--- config.mk ---
export PLATFORM = sky130hd
export DESIGN_NAME = cluster_factor_metric_top
export DESIGN_NICKNAME = d
export VERILOG_FILES = /design/src/rtl/cfm_pkg.sv /design/src/rtl/cfm_datapath.sv /design/src/rtl/cfm_ctrl.sv /design/src/rtl/cluster_factor_metric_top.sv
export SDC_FILE = /design/constraint.sdc
export NUM_CORES = 1
export LEC_CHECK = 0
export ABC_CLOCK_PERIOD_IN_PS = 12800
export BUFFER_PORTS_ARGS = -buffer_cell sky130_fd_sc_hd__clkbuf_2
export CORE_UTILIZATION = 53
export DETAILED_ROUTE_END_ITERATION = 16
export PLACE_DENSITY_LB_ADDON = 0.05
export SYNTH_ARGS = -nofsm -noshare
export SYNTH_HDL_FRONTEND = slang
export SYNTH_SLANG_ARGS = --single-unit
--- constraint.sdc ---
create_clock -name clk_i -period 12.8 [get_ports clk_i]
set_input_delay 1.92 -clock clk_i [delete_from_list [all_inputs] [get_ports clk_i]]
set_output_delay 1.92 -clock clk_i [all_outputs]
set_load 0.02 [all_outputs]
--- src/rtl/cfm_pkg.sv ---
// Shared constants, types and command/status structs of the cluster factor block.
package cfm_pkg;

  localparam int MaxNodes   = 64;
  localparam int WeightBits = 16;

  localparam int NodeBits   = 6;
  localparam int NodeWidth  = 64;
  localparam int WFieldBits = 16;
  localparam int SumBits    = 32;
  localparam int FracBits   = 16;
  localparam int CfgIdxBits = 1;
  localparam int CfgBits    = 64;
  localparam int FactorBits = FracBits + 1;
  localparam int StatBits   = 2;

  localparam int DenBits     = SumBits + 3;
  localparam int NumBits     = SumBits + FracBits + 1;
  localparam int QuoBits     = FracBits + 1;
  localparam int DivSteps    = QuoBits;
  localparam int DivCntBits  = $clog2(DivSteps);

  localparam logic [NodeWidth-1:0] NodeMask = (MaxNodes >= NodeWidth) ? {NodeWidth{1'b1}} :
    NodeWidth'((65'd1 << MaxNodes) - 65'd1);
  localparam logic [WFieldBits-1:0] WeightMask = (WeightBits >= WFieldBits) ?
    {WFieldBits{1'b1}} : WFieldBits'((33'd1 << WeightBits) - 33'd1);
  localparam logic [FactorBits-1:0] FactorOne = FactorBits'(1 << FracBits);
  localparam logic [SumBits-1:0]    SumMax    = {SumBits{1'b1}};

  // register indexes
  localparam logic [CfgIdxBits-1:0] CfgClusterMask = 1'b0;
  localparam logic [CfgIdxBits-1:0] CfgPartnerMask = 1'b1;

  typedef enum logic [StatBits-1:0] {
    STAT_OK         = 2'd0,
    STAT_EMPTY      = 2'd1,
    STAT_MINUS_ONE  = 2'd2,
    STAT_ZERO_TOTAL = 2'd3
  } status_e;

  typedef enum logic [3:0] {
    ST_ACC   = 4'b0001,
    ST_SETUP = 4'b0010,
    ST_DIV   = 4'b0100,
    ST_DONE  = 4'b1000
  } state_e;

  typedef struct packed {
    logic acc_en;
    logic setup;
    logic div_step;
    logic load_out;
  } cfm_cmd_t;

  typedef struct packed {
    logic need_div;
  } cfm_sts_t;

endpackage

--- src/rtl/cfm_datapath.sv ---
// Datapath: mask registers, saturating sums, status decode and restoring divider.
module cfm_datapath (
  input  logic                           clk_i,
  input  logic                           rst_ni,
  input  logic                           cfg_we_i,
  input  logic [cfm_pkg::CfgIdxBits-1:0] cfg_idx_i,
  input  logic [cfm_pkg::CfgBits-1:0]    cfg_wdata_i,
  input  logic [cfm_pkg::NodeBits-1:0]   row_node_i,
  input  logic [cfm_pkg::NodeBits-1:0]   col_node_i,
  input  logic [cfm_pkg::WFieldBits-1:0] edge_weight_i,
  input  cfm_pkg::cfm_cmd_t              cmd_i,
  output cfm_pkg::cfm_sts_t              sts_o,
  output logic [cfm_pkg::FactorBits-1:0] factor_q16_o,
  output logic [cfm_pkg::StatBits-1:0]   status_o,
  output logic [cfm_pkg::SumBits-1:0]    inner_total_o,
  output logic [cfm_pkg::SumBits-1:0]    partner_total_o,
  output logic [cfm_pkg::SumBits-1:0]    outer_total_o
);
  import cfm_pkg::*;

  logic [NodeWidth-1:0] cmask_q, pmask_q;
  logic [NodeWidth-1:0] cm, pm;
  logic [SumBits-1:0]   inner_q, inner_d, partner_q, partner_d, outer_q, outer_d;
  logic [SumBits-1:0]   res_inner_q, res_partner_q, res_outer_q;
  status_e              stat_q, stat_d;
  logic [DenBits-1:0]   den_q, den_d;
  logic [DenBits-1:0]   rem_q, rem_d;
  logic [QuoBits-1:0]   lo_q, lo_d;
  logic [QuoBits-1:0]   quo_q, quo_d;
  logic [NumBits-1:0]   num;
  logic [DenBits:0]     trial, diff;
  logic [WFieldBits-1:0] w;
  logic                 in_range, counts, col_in, col_pt;
  logic [SumBits:0]     add_sum;
  logic [SumBits-1:0]   add_base, add_sat;
  logic [FactorBits-1:0] factor;
  logic [FactorBits-1:0] out_factor_q;
  status_e              out_stat_q;
  logic [SumBits-1:0]   out_inner_q, out_partner_q, out_outer_q;

  assign cm = cmask_q & NodeMask;
  assign pm = pmask_q & NodeMask;

  always_ff @(posedge clk_i or negedge rst_ni) begin
    if (!rst_ni) begin
      cmask_q <= '0;
      pmask_q <= '0;
    end else if (cfg_we_i) begin
      case (cfg_idx_i)
        CfgClusterMask: cmask_q <= cfg_wdata_i;
        CfgPartnerMask: pmask_q <= cfg_wdata_i;
        default: ;
      endcase
    end
  end

  // entry classification and one saturating add
  assign w        = edge_weight_i & WeightMask;
  assign in_range = ({1'b0, row_node_i} < (NodeBits+1)'(MaxNodes)) &&
                    ({1'b0, col_node_i} < (NodeBits+1)'(MaxNodes));
  assign counts   = in_range && (w != '0) && cm[row_node_i];
  assign col_in   = cm[col_node_i];
  assign col_pt   = pm[col_node_i];
  assign add_base = col_in ? inner_q : (col_pt ? partner_q : outer_q);
  assign add_sum  = {1'b0, add_base} + (SumBits+1)'(w);
  assign add_sat  = add_sum[SumBits] ? SumMax : add_sum[SumBits-1:0];

  always_comb begin
    inner_d   = inner_q;
    partner_d = partner_q;
    outer_d   = outer_q;
    if (cmd_i.setup) begin
      inner_d   = '0;
      partner_d = '0;
      outer_d   = '0;
    end else if (cmd_i.acc_en && counts) begin
      if (col_in) inner_d = add_sat;
      else if (col_pt) partner_d = add_sat;
      else outer_d = add_sat;
    end
  end

  always_ff @(posedge clk_i or negedge rst_ni) begin
    if (!rst_ni) begin
      inner_q   <= '0;
      partner_q <= '0;
      outer_q   <= '0;
    end else begin
      inner_q   <= inner_d;
      partner_q <= partner_d;
      outer_q   <= outer_d;
    end
  end

  // status decode, priority: empty, minus one, zero total
  always_comb begin
    if (cm == '0) stat_d = STAT_EMPTY;
    else if (outer_q > partner_q) stat_d = STAT_MINUS_ONE;
    else if (inner_q == '0 && partner_q == '0 && outer_q == '0) stat_d = STAT_ZERO_TOTAL;
    else stat_d = STAT_OK;
  end
  assign sts_o.need_div = (stat_d == STAT_OK);

  // den = inner + 2*partner + outer, num = inner*2^16 + den/2
  always_comb begin
    den_d = DenBits'(inner_q) + DenBits'({partner_q, 1'b0}) + DenBits'(outer_q);
    num   = (NumBits'(inner_q) << FracBits) + NumBits'(den_d >> 1);
  end

  // restoring division, one quotient bit a step; quotient fits QuoBits
  assign trial = {rem_q, lo_q[QuoBits-1]};
  assign diff  = trial - {1'b0, den_q};

  always_comb begin
    rem_d = rem_q;
    lo_d  = lo_q;
    quo_d = quo_q;
    if (cmd_i.setup) begin
      rem_d = DenBits'(num[NumBits-1:QuoBits]);
      lo_d  = num[QuoBits-1:0];
      quo_d = '0;
    end else if (cmd_i.div_step) begin
      lo_d = {lo_q[QuoBits-2:0], 1'b0};
      if (!diff[DenBits]) begin
        rem_d = diff[DenBits-1:0];
        quo_d = {quo_q[QuoBits-2:0], 1'b1};
      end else begin
        rem_d = trial[DenBits-1:0];
        quo_d = {quo_q[QuoBits-2:0], 1'b0};
      end
    end
  end

  always_ff @(posedge clk_i) begin
    rem_q <= rem_d;
    lo_q  <= lo_d;
    quo_q <= quo_d;
    if (cmd_i.setup) begin
      den_q         <= den_d;
      stat_q        <= stat_d;
      res_inner_q   <= inner_q;
      res_partner_q <= partner_q;
      res_outer_q   <= outer_q;
    end
  end

  always_comb begin
    if (stat_q != STAT_OK) factor = '0;
    else if (quo_q > FactorOne) factor = FactorOne;
    else factor = quo_q;
  end

  always_ff @(posedge clk_i) begin
    if (cmd_i.load_out) begin
      out_factor_q  <= factor;
      out_stat_q    <= stat_q;
      out_inner_q   <= res_inner_q;
      out_partner_q <= res_partner_q;
      out_outer_q   <= res_outer_q;
    end
  end

  assign factor_q16_o    = out_factor_q;
  assign status_o        = out_stat_q;
  assign inner_total_o   = out_inner_q;
  assign partner_total_o = out_partner_q;
  assign outer_total_o   = out_outer_q;

  a_factor_range: assert property (@(posedge clk_i) disable iff (!rst_ni)
    cmd_i.load_out |=> out_factor_q <= FactorOne)
    else $error("factor above one");

  a_status_zero_factor: assert property (@(posedge clk_i) disable iff (!rst_ni)
    cmd_i.load_out && stat_q != STAT_OK |=> out_factor_q == '0)
    else $error("nonzero factor with status code");

  a_sums_cleared: assert property (@(posedge clk_i) disable iff (!rst_ni)
    cmd_i.setup |=> inner_q == '0 && partner_q == '0 && outer_q == '0)
    else $error("sums not cleared after result");

endmodule

--- src/rtl/cfm_ctrl.sv ---
// Controller: accumulate / setup / divide / deliver sequencing and output valid.
module cfm_ctrl (
  input  logic              clk_i,
  input  logic              rst_ni,
  input  logic              in_valid_i,
  output logic              in_ready_o,
  input  logic              last_entry_i,
  output logic              out_valid_o,
  input  logic              out_ready_i,
  output cfm_pkg::cfm_cmd_t cmd_o,
  input  cfm_pkg::cfm_sts_t sts_i
);
  import cfm_pkg::*;

  state_e                state_q, state_d;
  logic [DivCntBits-1:0] cnt_q, cnt_d;
  logic                  ovalid_q, ovalid_d;
  logic                  take;

  assign in_ready_o = (state_q == ST_ACC);
  assign take       = in_valid_i && in_ready_o;

  always_comb begin
    state_d = state_q;
    cnt_d   = cnt_q;
    cmd_o   = '0;
    case (state_q)
      ST_ACC: begin
        cmd_o.acc_en = take;
        if (take && last_entry_i) state_d = ST_SETUP;
      end
      ST_SETUP: begin
        cmd_o.setup = 1'b1;
        cnt_d       = '0;
        state_d     = sts_i.need_div ? ST_DIV : ST_DONE;
      end
      ST_DIV: begin
        cmd_o.div_step = 1'b1;
        if (cnt_q == DivCntBits'(DivSteps - 1)) begin
          cnt_d   = '0;
          state_d = ST_DONE;
        end else begin
          cnt_d = cnt_q + 1'b1;
        end
      end
      ST_DONE: begin
        if (!ovalid_q || out_ready_i) begin
          cmd_o.load_out = 1'b1;
          state_d        = ST_ACC;
        end
      end
      default: begin
        state_d = ST_ACC;
        cnt_d   = '0;
      end
    endcase
  end

  always_comb begin
    ovalid_d = ovalid_q;
    if (cmd_o.load_out) ovalid_d = 1'b1;
    else if (out_ready_i) ovalid_d = 1'b0;
  end

  always_ff @(posedge clk_i or negedge rst_ni) begin
    if (!rst_ni) begin
      state_q  <= ST_ACC;
      cnt_q    <= '0;
      ovalid_q <= 1'b0;
    end else begin
      state_q  <= state_d;
      cnt_q    <= cnt_d;
      ovalid_q <= ovalid_d;
    end
  end

  assign out_valid_o = ovalid_q;

  a_last_to_setup: assert property (@(posedge clk_i) disable iff (!rst_ni)
    take && last_entry_i |=> state_q == ST_SETUP)
    else $error("last item did not start result");

  a_cnt_idle: assert property (@(posedge clk_i) disable iff (!rst_ni)
    state_q != ST_DIV |-> cnt_q == '0)
    else $error("divide counter active outside divide");

  a_no_overwrite: assert property (@(posedge clk_i) disable iff (!rst_ni)
    cmd_o.load_out |-> !ovalid_q || out_ready_i)
    else $error("pending result overwritten");

endmodule

--- src/rtl/cluster_factor_metric_top.sv ---
// Top level of the cluster factor block: controller plus datapath.
// Throughput: one matrix item per cycle while summing (in_ready_o high in the sum state).
// Result path: an accepted last item goes through a setup step, then, unless a status short cut
//   applies, 17 steps of the 1-bit-per-cycle restoring divider, then the result load, which waits
//   while an unread result is held. No item is taken from last item until result load.
// Reset (rst_ni, async, active low): masks and sums to zero, no result pending.
module cluster_factor_metric_top (
  input  logic                           clk_i,
  input  logic                           rst_ni,
  // config write port
  input  logic                           cfg_we_i,
  input  logic [cfm_pkg::CfgIdxBits-1:0] cfg_idx_i,
  input  logic [cfm_pkg::CfgBits-1:0]    cfg_wdata_i,
  // matrix entry items
  input  logic                           in_valid_i,
  output logic                           in_ready_o,
  input  logic [cfm_pkg::NodeBits-1:0]   row_node_i,
  input  logic [cfm_pkg::NodeBits-1:0]   col_node_i,
  input  logic [cfm_pkg::WFieldBits-1:0] edge_weight_i,
  input  logic                           last_entry_i,
  // result items
  output logic                           out_valid_o,
  input  logic                           out_ready_i,
  output logic [cfm_pkg::FactorBits-1:0] factor_q16_o,
  output logic [cfm_pkg::StatBits-1:0]   status_o,
  output logic [cfm_pkg::SumBits-1:0]    inner_total_o,
  output logic [cfm_pkg::SumBits-1:0]    partner_total_o,
  output logic [cfm_pkg::SumBits-1:0]    outer_total_o
);
  import cfm_pkg::*;

  cfm_cmd_t cmd;
  cfm_sts_t sts;

  // Controller owns the handshakes; the output register holds a finished
  // result while the next matrix is summed.
  cfm_ctrl u_ctrl (
    .clk_i        (clk_i),
    .rst_ni       (rst_ni),
    .in_valid_i   (in_valid_i),
    .in_ready_o   (in_ready_o),
    .last_entry_i (last_entry_i),
    .out_valid_o  (out_valid_o),
    .out_ready_i  (out_ready_i),
    .cmd_o        (cmd),
    .sts_i        (sts)
  );

  // Datapath: masks, three saturating sums, status decode, divider, result regs.
  cfm_datapath u_dp (
    .clk_i           (clk_i),
    .rst_ni          (rst_ni),
    .cfg_we_i        (cfg_we_i),
    .cfg_idx_i       (cfg_idx_i),
    .cfg_wdata_i     (cfg_wdata_i),
    .row_node_i      (row_node_i),
    .col_node_i      (col_node_i),
    .edge_weight_i   (edge_weight_i),
    .cmd_i           (cmd),
    .sts_o           (sts),
    .factor_q16_o    (factor_q16_o),
    .status_o        (status_o),
    .inner_total_o   (inner_total_o),
    .partner_total_o (partner_total_o),
    .outer_total_o   (outer_total_o)
  );

endmodule
==> results.yml, run 1 <==
routing:
  initialDrtViolationCount: 1741
  drc: 0
  first_pass_iters: 6
  viasPerCell: 6.115
  antenna_left: 0
  post_drt_wl_per_cell_um: 23.23
  route.vias.total: 22105
  drt_wl_total_um: 83970
floorplanning:
  dieWidth_um: 239.6
  coreArea_um2: 55420
  dieArea_um2: 57410
  ios: 216
  fp-row-count: 86
  die_y_um: 239.6
  initial_core_util_pct: 53.99
logic_synthesis:
  synth_top_family_by_area: "compound AO/OA/AOI/OAI gates"
  yosysSeqAreaShare_pct: 50.72
  ys_warn_count: 0
  synthCells: 2623
  synth_xor_xnor_area_share_pct: 4.010
  synthMuxAreaShare_pct: 10.48
  synth_top_flop_cell: "edfxtp_1"
  synth-compound-area-share_pct: 14.36
  synthArstFlopShare_pct: 42.47
  synth_area_per_cell_um2: 11.41
  ys_ff_latch: 551
  synth-edff-count: 297
  synthesis.nets: 2893
  yosys.area_share.simple_pct: 10.30
  synth_cell_types: 78
  synth_fa_ha_area_share_pct: 7.276
  syn_area_um2: 29920
final_layout:
  design_area_um2: 33800
  num-fill-cells: 4546
  final_cell_mix: "edfxtp_1, a21oi_1, dfrtp_1, clkbuf_2, o21ai_0"
  drive_above_1_share_pct: 19.95
  multi_input_area_um2: 13950
  layout_commonest_cell: "edfxtp_1"
  seq_area_um2: 15180
  num_antenna_cells: 0
  syn_to_final_growth_pct: 12.96
  layout.nets: 3088
  finalNonFillerCells: 3615
clock_tree:
  cts.clk_slew.worst_paths_ps: 70
  cts_setup_buffers: 0
  cts_made_buffers: 57
  cts-root-buf: "clkbuf_16"
  cts_tree: "done"
  clk_path_buf_depth: 3
  post_cts_resized: 0
  h-tree-depth: 2
  postCtsHoldBufs: 0
  insertion_delay_ps: 630
  cts_sinks: 551
power_and_ir_drop:
  p_comb_share_pct: 50.9
  p_clk_share_pct: 18.3
  p_int_w: 0.005364
  p_sw_w: 0.004251
  p_seq_share_pct: 30.8
  ir_drop_mv: 0.1971
  p_sw_share_pct: 44.21
  p_leak_nw: 13.91
  total_power_w: 0.009616
  power_density_nw_per_um2: 284.5
flow_run:
  drv_cap: 0
sta:
  hold-worst-slack_ps: 419.0
  skew_ps: 37.29
  maxSlewViolCount: 0
  rsz0062_at_grt: "no"
  min_period_over_period_pct: 66.30
  fin_crit_ps: 8487
  max_freq_ghz: 0.1178
  slew_headroom_pct: 32.66
  setup-violations-final: 0
  hold_viol: 0
  finalSetupTns_ps: 0
  worst_pin_slew_ps: 1010
global_route:
  first_global_vias: 22141
  grt_pass1_wl_um: 128900
  grtUsageTotal_pct: 29.71
  antenna_found_initial: 0
  overflow: 0
  grt_max_degree: 103
placed_design:
  place_area_um2: 31780
  port_buffers: 215
  gp_congestion: 0.9288
  dp_hpwl_um: 60410
  placedCellCount: 3507
worst_setup_path:
  critPathLaunchType: "flop"
  slowest_delay_ps: 650
  worstSetupEndpointType: "flop"
  arrival_ps: 8790
  crit_required_ps: 13100
  crit_path_max_fanout: 7
  path_class: "flop to flop"
  cp_slowest_cell: "dfrtp_1"
  crit_path_frequent_cell: "a21o_1"
hold_path:
  hp-class: "flop to flop"
outcome:
  status: "finished clean"
-- flip-flops by register name, indices dropped and copies added (netlist names), 2 cells and up --
| register | cells |
|---|---|
| u_ctrl.cnt_q | 5 |
| u_ctrl.state_q | 4 |
| u_dp.cm | 64 |
| u_dp.den_q | 35 |
| u_dp.factor_q16_o | 17 |
| u_dp.inner_q | 32 |
| u_dp.inner_total_o | 32 |
| u_dp.lo_q | 17 |
| u_dp.outer_q | 32 |
| u_dp.outer_total_o | 32 |
| u_dp.partner_q | 32 |
| u_dp.partner_total_o | 32 |
| u_dp.pm | 64 |
| u_dp.quo_q | 17 |
| u_dp.rem_q | 35 |
| u_dp.res_inner_q | 32 |
| u_dp.res_outer_q | 32 |
| u_dp.res_partner_q | 32 |
| u_dp.stat_q | 2 |
| u_dp.status_o | 2 |
-- worst max-delay path, delay by kind of cell (launching register included) --
kind | cells | cell delay (ps)
simple gates | 7 | 1050
xor+xnor | 3 | 630
buf+inv | 2 | 290
flops | 1 | 650
fa+ha+maj | 4 | 1390
compound gates | 16 | 4150
-- worst paths after layout --
kind / to / slack, ps / cells past startpoint / startpoint
setup / recovery: u_dp.rem_q[18] / 4310 / 32 / u_dp.inner_q[1]
hold / removal: u_dp.partner_total_o[25] / 420 / 0 / u_dp.res_partner_q[25]
setup reg to reg: u_dp.rem_q[18] / 4310 / 32 / u_dp.inner_q[1]
hold reg to reg: u_dp.partner_total_o[25] / 420 / 0 / u_dp.res_partner_q[25]
max in group asynchronous: u_dp.partner_q[4] / 10040 / 2 / rst_ni
min in group asynchronous: u_dp.cm[42] / 1290 / 1 / rst_ni
-- power groups by stage --
stage	Sequential (W)	Clock, W	Combinational [W]
2_1_floorplan	0.00265	0	0.00361
3_3_place_gp	0.00296	0	0.00469
3_5_place_dp	0.00297	0	0.00480
4_1_cts	0.00294	0.00180	0.00484
5_1_grt	0.00297	0.00186	0.00543
6_report	0.00296	0.00176	0.00490
-- stage by stage --
stage	utilization (%)	setup slack, ps
5_1_grt	60.99	3753
3_3_place_gp	57.35	4054
3_5_place_dp	57.35	3905
6_report	60.99	4313
2_1_floorplan	-	5031
4_1_cts	60.99	4405
-- Yosys cell counts, types with 61 or more instances --
master | instances | area (µm²)
clkbuf_1 | 86 | 322.8
nor2_1 | 157 | 589.3
inv_1 | 109 | 409.1
edfxtp_1 | 297 | 8919
mux2_2 | 143 | 1610
xnor2_1 | 86 | 753.2
ha_1 | 166 | 2077
a21oi_1 | 233 | 1166
a21o_1 | 61 | 457.9
dfrtp_1 | 233 | 5831
nand2_1 | 151 | 566.8
o21ai_0 | 186 | 930.9
-- metal layers --
metal  global-route usage, %  wire, µm  share of wire [%]  vias up
met5                       0         0                  0        -
met3                   4.840      5045                6.0      200
met4                   13.13      3865                4.6        0
met2                   48.04     39250                 47      757
met1                   39.48     35810                 43    10896
li1                        -         -                  -    10252
-- area by class of cell --
type / count / share of cell area [%]
clock buffers: 71 / 4.557
clock inverters: 37 / 1.410
inverters: 112 / 1.266
multi-input cells: 1854 / 41.29
flip-flops and latches: 551 / 44.90
well taps: 748 / 2.769
repair buffers: 242 / 3.813
-- cell families (layout without fill, tap and decap cells) --
family          count (synthesis)  after routing
compound gates                699            699
xor+xnor                      137            137
fa+ha+maj                     171            171
buf+inv                       218            462
flops                         551            551
mux                           228            228
simple gates                  619            619
Power figures use the tool's default switching activity.
==> run 2, diff against run 1 <==
--- a/config.mk
+++ b/config.mk
@@ -5,7 +5,7 @@
 export SDC_FILE = /design/constraint.sdc
 export NUM_CORES = 1
 export LEC_CHECK = 0
-export ABC_CLOCK_PERIOD_IN_PS = 12800
+export ABC_CLOCK_PERIOD_IN_PS = 8900
 export BUFFER_PORTS_ARGS = -buffer_cell sky130_fd_sc_hd__clkbuf_2
 export CORE_UTILIZATION = 53
 export DETAILED_ROUTE_END_ITERATION = 16
==> constraint.sdc (replaced) <==
create_clock -name clk_i -period 8.9 [get_ports clk_i]
set_input_delay 1.335 -clock clk_i [delete_from_list [all_inputs] [get_ports clk_i]]
set_output_delay 1.335 -clock clk_i [all_outputs]
set_load 0.02 [all_outputs]
==> run 2 against run 1 <==
Routed wire length rose by 1.9%. Sequential share of layout area fell by 0.11 points. Non-clock buffer count grew 18. Setup slack lost 3700 ps. Critical path type unchanged. Largest cell class unchanged. Highest routed layer unchanged.
==> results.yml, run 2 (same netlist as run 1, synthesis figures left out) <==
clock_tree:
  cts_sinks: 551
  cts_setup_buffers: 0
  h-tree-depth: 2
  insertion_delay_ps: 630
  cts.clk_slew.worst_paths_ps: 60
  cts_tree: "done"
  clk_path_buf_depth: 3
  cts_made_buffers: 57
  cts-root-buf: "clkbuf_16"
final_layout:
  layout.nets: 3106
  final_util_pct: 61.14
  final_cell_mix: "edfxtp_1, a21oi_1, dfrtp_1, clkbuf_2, o21ai_0"
  drive_above_1_share_pct: 20.29
  layout_commonest_cell: "edfxtp_1"
  syn_to_final_growth_pct: 13.23
global_route:
  antenna_found_initial: 1
  overflow: 0
  grtUsageTotal_pct: 30.24
  grt_pass1_wl_um: 131500
  first_global_vias: 21981
  grt_max_degree: 90
power_and_ir_drop:
  ir_drop_mv: 0.3245
  p_leak_nw: 13.98
  total_power_w: 0.01391
  power_density_nw_per_um2: 410.5
sta:
  hold_viol: 0
  finalSetupTns_ps: 0
  hold-worst-slack_ps: 417.8
  skew_ps: 20.13
  min_period_over_period_pct: 93.65
  max_freq_ghz: 0.1200
  slew_headroom_pct: 19.01
  fin_crit_ps: 8335
  setup-violations-final: 0
  maxSlewViolCount: 0
  worst_pin_slew_ps: 1204
  rsz0062_at_grt: "no"
worst_setup_path:
  critPathLaunchType: "flop"
  crit_path_max_fanout: 7
  crit_path_frequent_cell: "a21o_1"
  reg2reg_slack_ps: 560
  arrival_ps: 8680
  path_class: "flop to flop"
  r2r_start: "u_dp.inner_q[1]"
  slowest_delay_ps: 680
  crit_required_ps: 9250
  cp_slowest_cell: "dfrtp_1"
  rr_endpoint: "u_dp.rem_q[24]"
  r2r_cells: 32
  worstSetupEndpointType: "flop"
routing:
  initialDrtViolationCount: 1666
  antenna_left: 0
  route.vias.total: 22356
  drt_wl_total_um: 85610
  viasPerCell: 6.154
  first_pass_iters: 5
  post_drt_wl_per_cell_um: 23.56
  drc: 0
placed_design:
  dp_hpwl_um: 62150
  gp_congestion: 0.9645
  port_buffers: 215
hold_path:
  whs_path_depth: 0
  holdPathEnd: "u_dp.partner_total_o[30]"
  hp-start: "u_dp.res_partner_q[30]"
  hp-class: "flop to flop"
floorplanning:
  fp-row-count: 86
  ios: 216
  dieArea_um2: 57410
  dieWidth_um: 239.6
  initial_core_util_pct: 53.99
  coreArea_um2: 55420
  die_y_um: 239.6
flow_run:
  drv_cap: 0
outcome:
  status: "finished clean"
run 2: area by class of cell:
class,count,area [µm²]
Sequential cell,551,15180
Antenna cell,2,5.005
Inverter,112,427.9
Timing Repair Buffer,260,1424
Tap cell,748,935.9
Multi-Input combinational cell,1854,13960
Fill cell,4499,21530
Clock inverter,29,364.1
Clock buffer,77,1593
run 2: per-layer routing:
layer / vias to the layer above / part of all wire, % / GRT usage (%)
met2: 757 / 48 / 50.56
met4: 0 / 3.3 / 10.37
li1: 10287 / - / -
met3: 172 / 5.7 / 3.734
met1: 11140 / 43 / 40.69
met5: - / 0 / 0
run 2: worst max-delay path: cells and delay by family, from the launching register on:
family | cells | cell delay, ps
buf+inv | 2 | 280
simple gates | 7 | 980
fa+ha+maj | 4 | 1340
xor+xnor | 3 | 750
compound gates | 16 | 4000
flops | 1 | 680
run 2: worst max path at each step:
stage / from / to / slack (ps) / cells after the start
after floorplan: u_dp.inner_q[7] / u_dp.rem_q[24] / 1600 / 29
after global placement: u_dp.inner_q[1] / u_dp.rem_q[22] / 630 / 32
after detailed placement: u_dp.inner_q[1] / u_dp.rem_q[24] / 560 / 32
after CTS: u_dp.inner_q[1] / u_dp.rem_q[24] / 500 / 32
after global routing: u_dp.inner_q[1] / u_dp.rem_q[20] / 30 / 31
final: u_dp.inner_q[1] / u_dp.rem_q[24] / 560 / 32
run 2: timing repair:
item,CTS,global route
endpoints found under the setup margin,0,7
resized for setup,0,1
hold buffers,0,0
run 2: where the power goes:
part           internal (W)  switching (W)
logic               0.00285        0.00442
registers           0.00341       0.000719
clock network       0.00146        0.00103
run 2: per-stage QoR:
stage / instance area (µm²) / setup slack (ps) / std cells
2_1_floorplan: 29920 / 1600 / 2623
4_1_cts: 33880 / 495.3 / 3631
5_1_grt: 33880 / 25.04 / 3631
3_5_place_dp: 31920 / 555.7 / 3525
3_3_place_gp: 31920 / 627.6 / 3525
6_report: 33880 / 564.9 / 3633
==> run 3, diff against run 2 <==
--- a/config.mk
+++ b/config.mk
@@ -5,6 +5,7 @@
 export SDC_FILE = /design/constraint.sdc
 export NUM_CORES = 1
 export LEC_CHECK = 0
+export ABC_AREA = 1
 export ABC_CLOCK_PERIOD_IN_PS = 8900
 export BUFFER_PORTS_ARGS = -buffer_cell sky130_fd_sc_hd__clkbuf_2
 export CORE_UTILIZATION = 53
==> run 3 against run 2 <==
Power decreased by 3.1%. Setup slack improved by 710 ps. Die area increased by 1.7%. Maximum frequency up 9.3%. Synthesized area up 1.7%. Clock power increased by 4%. Routed wire length rose by 5.6%. Cell count up 24%. Combinational power decreased by 7.0%. Via count grew 16%. Largest cell class unchanged. Core utilization is 0.81 points lower. Critical path type unchanged.
==> results.yml, run 3 <==
outcome:
  status: "finished clean"
logic_synthesis:
  synthArstFlopShare_pct: 42.47
  yosys.area.top_type: "edfxtp_1"
  yosysSeqAreaShare_pct: 49.86
  ys_warn_count: 0
  syn_area_um2: 30430
  synth_top_cell_area_share_pct: 29.30
  synth-edff-count: 297
  synthTopCellsByCount: "nand2_1, inv_1, o21ai_0"
  synthesis.nets: 3789
  ys_ff_latch: 551
  synth_top_flop_cell: "edfxtp_1"
  synth_area_per_cell_um2: 8.649
  synth_cell_types: 54
  synthCells: 3519
  ys_top_cells_by_area: "edfxtp_1, dfrtp_1, nand2_1"
  synth.most_common_cell: "nand2_1"
global_route:
  grtUsageTotal_pct: 30.83
  overflow: 0
  first_global_vias: 25383
  antenna_found_initial: 0
  grt_pass1_wl_um: 141700
  grt_max_degree: 151
routing:
  viasPerCell: 5.747
  drt_wl_total_um: 90410
  antenna_left: 0
  drc: 0
  initialDrtViolationCount: 2014
  first_pass_iters: 5
  post_drt_wl_per_cell_um: 20.11
  route.vias.total: 25840
power_and_ir_drop:
  power_density_nw_per_um2: 394.5
  ir_drop_mv: 0.2495
  total_power_w: 0.01347
  p_leak_nw: 15.49
worst_setup_path:
  crit_path_frequent_cell: "o21ai_0"
  crit_path_max_fanout: 10
  critPathLaunchType: "flop"
  crit_buf_inv: 2
  crit_family: "compound AO/OA/AOI/OAI gates"
  cp_slowest_cell: "xnor2_1"
  arrival_ps: 7990
  path_class: "flop to flop"
  reg2reg_slack_ps: 1270
  worstSetupEndpointType: "flop"
  slowest_delay_ps: 540
  crit_required_ps: 9260
sta:
  skew_ps: 23.27
  worst_pin_slew_ps: 1188
  hold_viol: 0
  min_period_over_period_pct: 85.71
  hold-worst-slack_ps: 411.2
  setup-violations-final: 0
  fin_crit_ps: 7628
  maxSlewViolCount: 0
  rsz0062_at_grt: "no"
  max_freq_ghz: 0.1311
  finalSetupTns_ps: 0
  slew_headroom_pct: 20.82
clock_tree:
  cts-root-buf: "clkbuf_16"
  h-tree-depth: 2
  cts_tree: "done"
  cts_sinks: 551
  cts_setup_buffers: 0
  cts_made_buffers: 57
  insertion_delay_ps: 630
  post_cts_resized: 0
  clk_path_buf_depth: 3
  postCtsHoldBufs: 0
  cts.clk_slew.worst_paths_ps: 60
placed_design:
  place_area_um2: 32110
  gp_congestion: 0.9366
  placedCellCount: 4388
  dp_hpwl_um: 65910
  port_buffers: 215
final_layout:
  final_cell_mix: "nand2_1, inv_1, o21ai_0, edfxtp_1, dfrtp_1"
  layout_commonest_cell: "nand2_1"
  syn_to_final_growth_pct: 12.20
  finalNonFillerCells: 4496
  drive_above_1_share_pct: 9.786
  num_antenna_cells: 0
  design_area_um2: 34150
  layout.nets: 3961
floorplanning:
  ios: 216
  fp-row-count: 87
  initial_core_util_pct: 53.77
  coreArea_um2: 56600
  die_y_um: 241.6
  dieWidth_um: 241.6
  dieArea_um2: 58390
flow_run:
  drv_cap: 0
hold_path:
  hp-class: "flop to flop"
[run 3: changes by cell type in the layout (fill, tap and decap cells not counted), moves of 54 or more]
cell     previous run  this run
o21ai_1             0        68
inv_1             108       364
mux2_2            143         0
nand3_1            33       231
o21ai_0           186       300
a21oi_1           233       177
mux4_2             54         0
a21o_1             61         6
nand2_1           150       910
[run 3: path summary, 6_finish.rpt]
path / depth (start not counted) / start / to
setup reg to reg: 31 / u_dp.partner_q[0] / u_dp.rem_q[20]
hold reg to reg: 0 / u_dp.res_inner_q[20] / u_dp.inner_total_o[20]
min in group asynchronous: 1 / rst_ni / u_dp.outer_q[26]
hold / removal: 0 / u_dp.res_inner_q[20] / u_dp.inner_total_o[20]
setup / recovery: 31 / u_dp.partner_q[0] / u_dp.rem_q[20]
max in group asynchronous: 2 / rst_ni / u_dp.cm[18]
[run 3: power breakdown]
part,leakage (nW),internal [W],switching (W)
sequential,5.80,0.00339,0.000718
combinational,8.69,0.00233,0.00444
clock,0.994,0.00153,0.00106
[run 3: stage by stage]
step,setup WS (ps),utilization [%]
after floorplan,2166,-
after global placement,1519,56.72
after detailed placement,1313,56.72
after CTS,1257,60.33
after global routing,600.6,60.33
final,1272,60.33
[run 3: cell families after synthesis]
logic type      synth area share [%]
xor+xnor                       3.425
buf+inv                        6.413
compound gates                 12.80
flops                          49.86
simple gates                   20.35
fa+ha+maj                      7.153
[run 3: cell type report]
class / instances / area [µm²]
Inverter: 374 / 1405
Tap cell: 756 / 945.9
Timing Repair Buffer: 234 / 1241
Multi-Input combinational cell: 2473 / 13340
Fill cell: 4978 / 22460
Clock inverter: 42 / 558.0
Clock buffer: 66 / 1481
Sequential cell: 551 / 15180
[run 3: layer usage]
| metal | vias up | GRT usage (%) | wire length (µm) | part of all wire [%] |
|---|---|---|---|---|
| met2 | 941 | 50.05 | 41740 | 46 |
| met4 | 0 | 11.18 | 3117 | 3.4 |
| met5 | - | 0 | 0 | 0 |
| met3 | 190 | 4.451 | 5550 | 6.1 |
| met1 | 12367 | 42.12 | 40010 | 44 |
| li1 | 12342 | - | - | - |
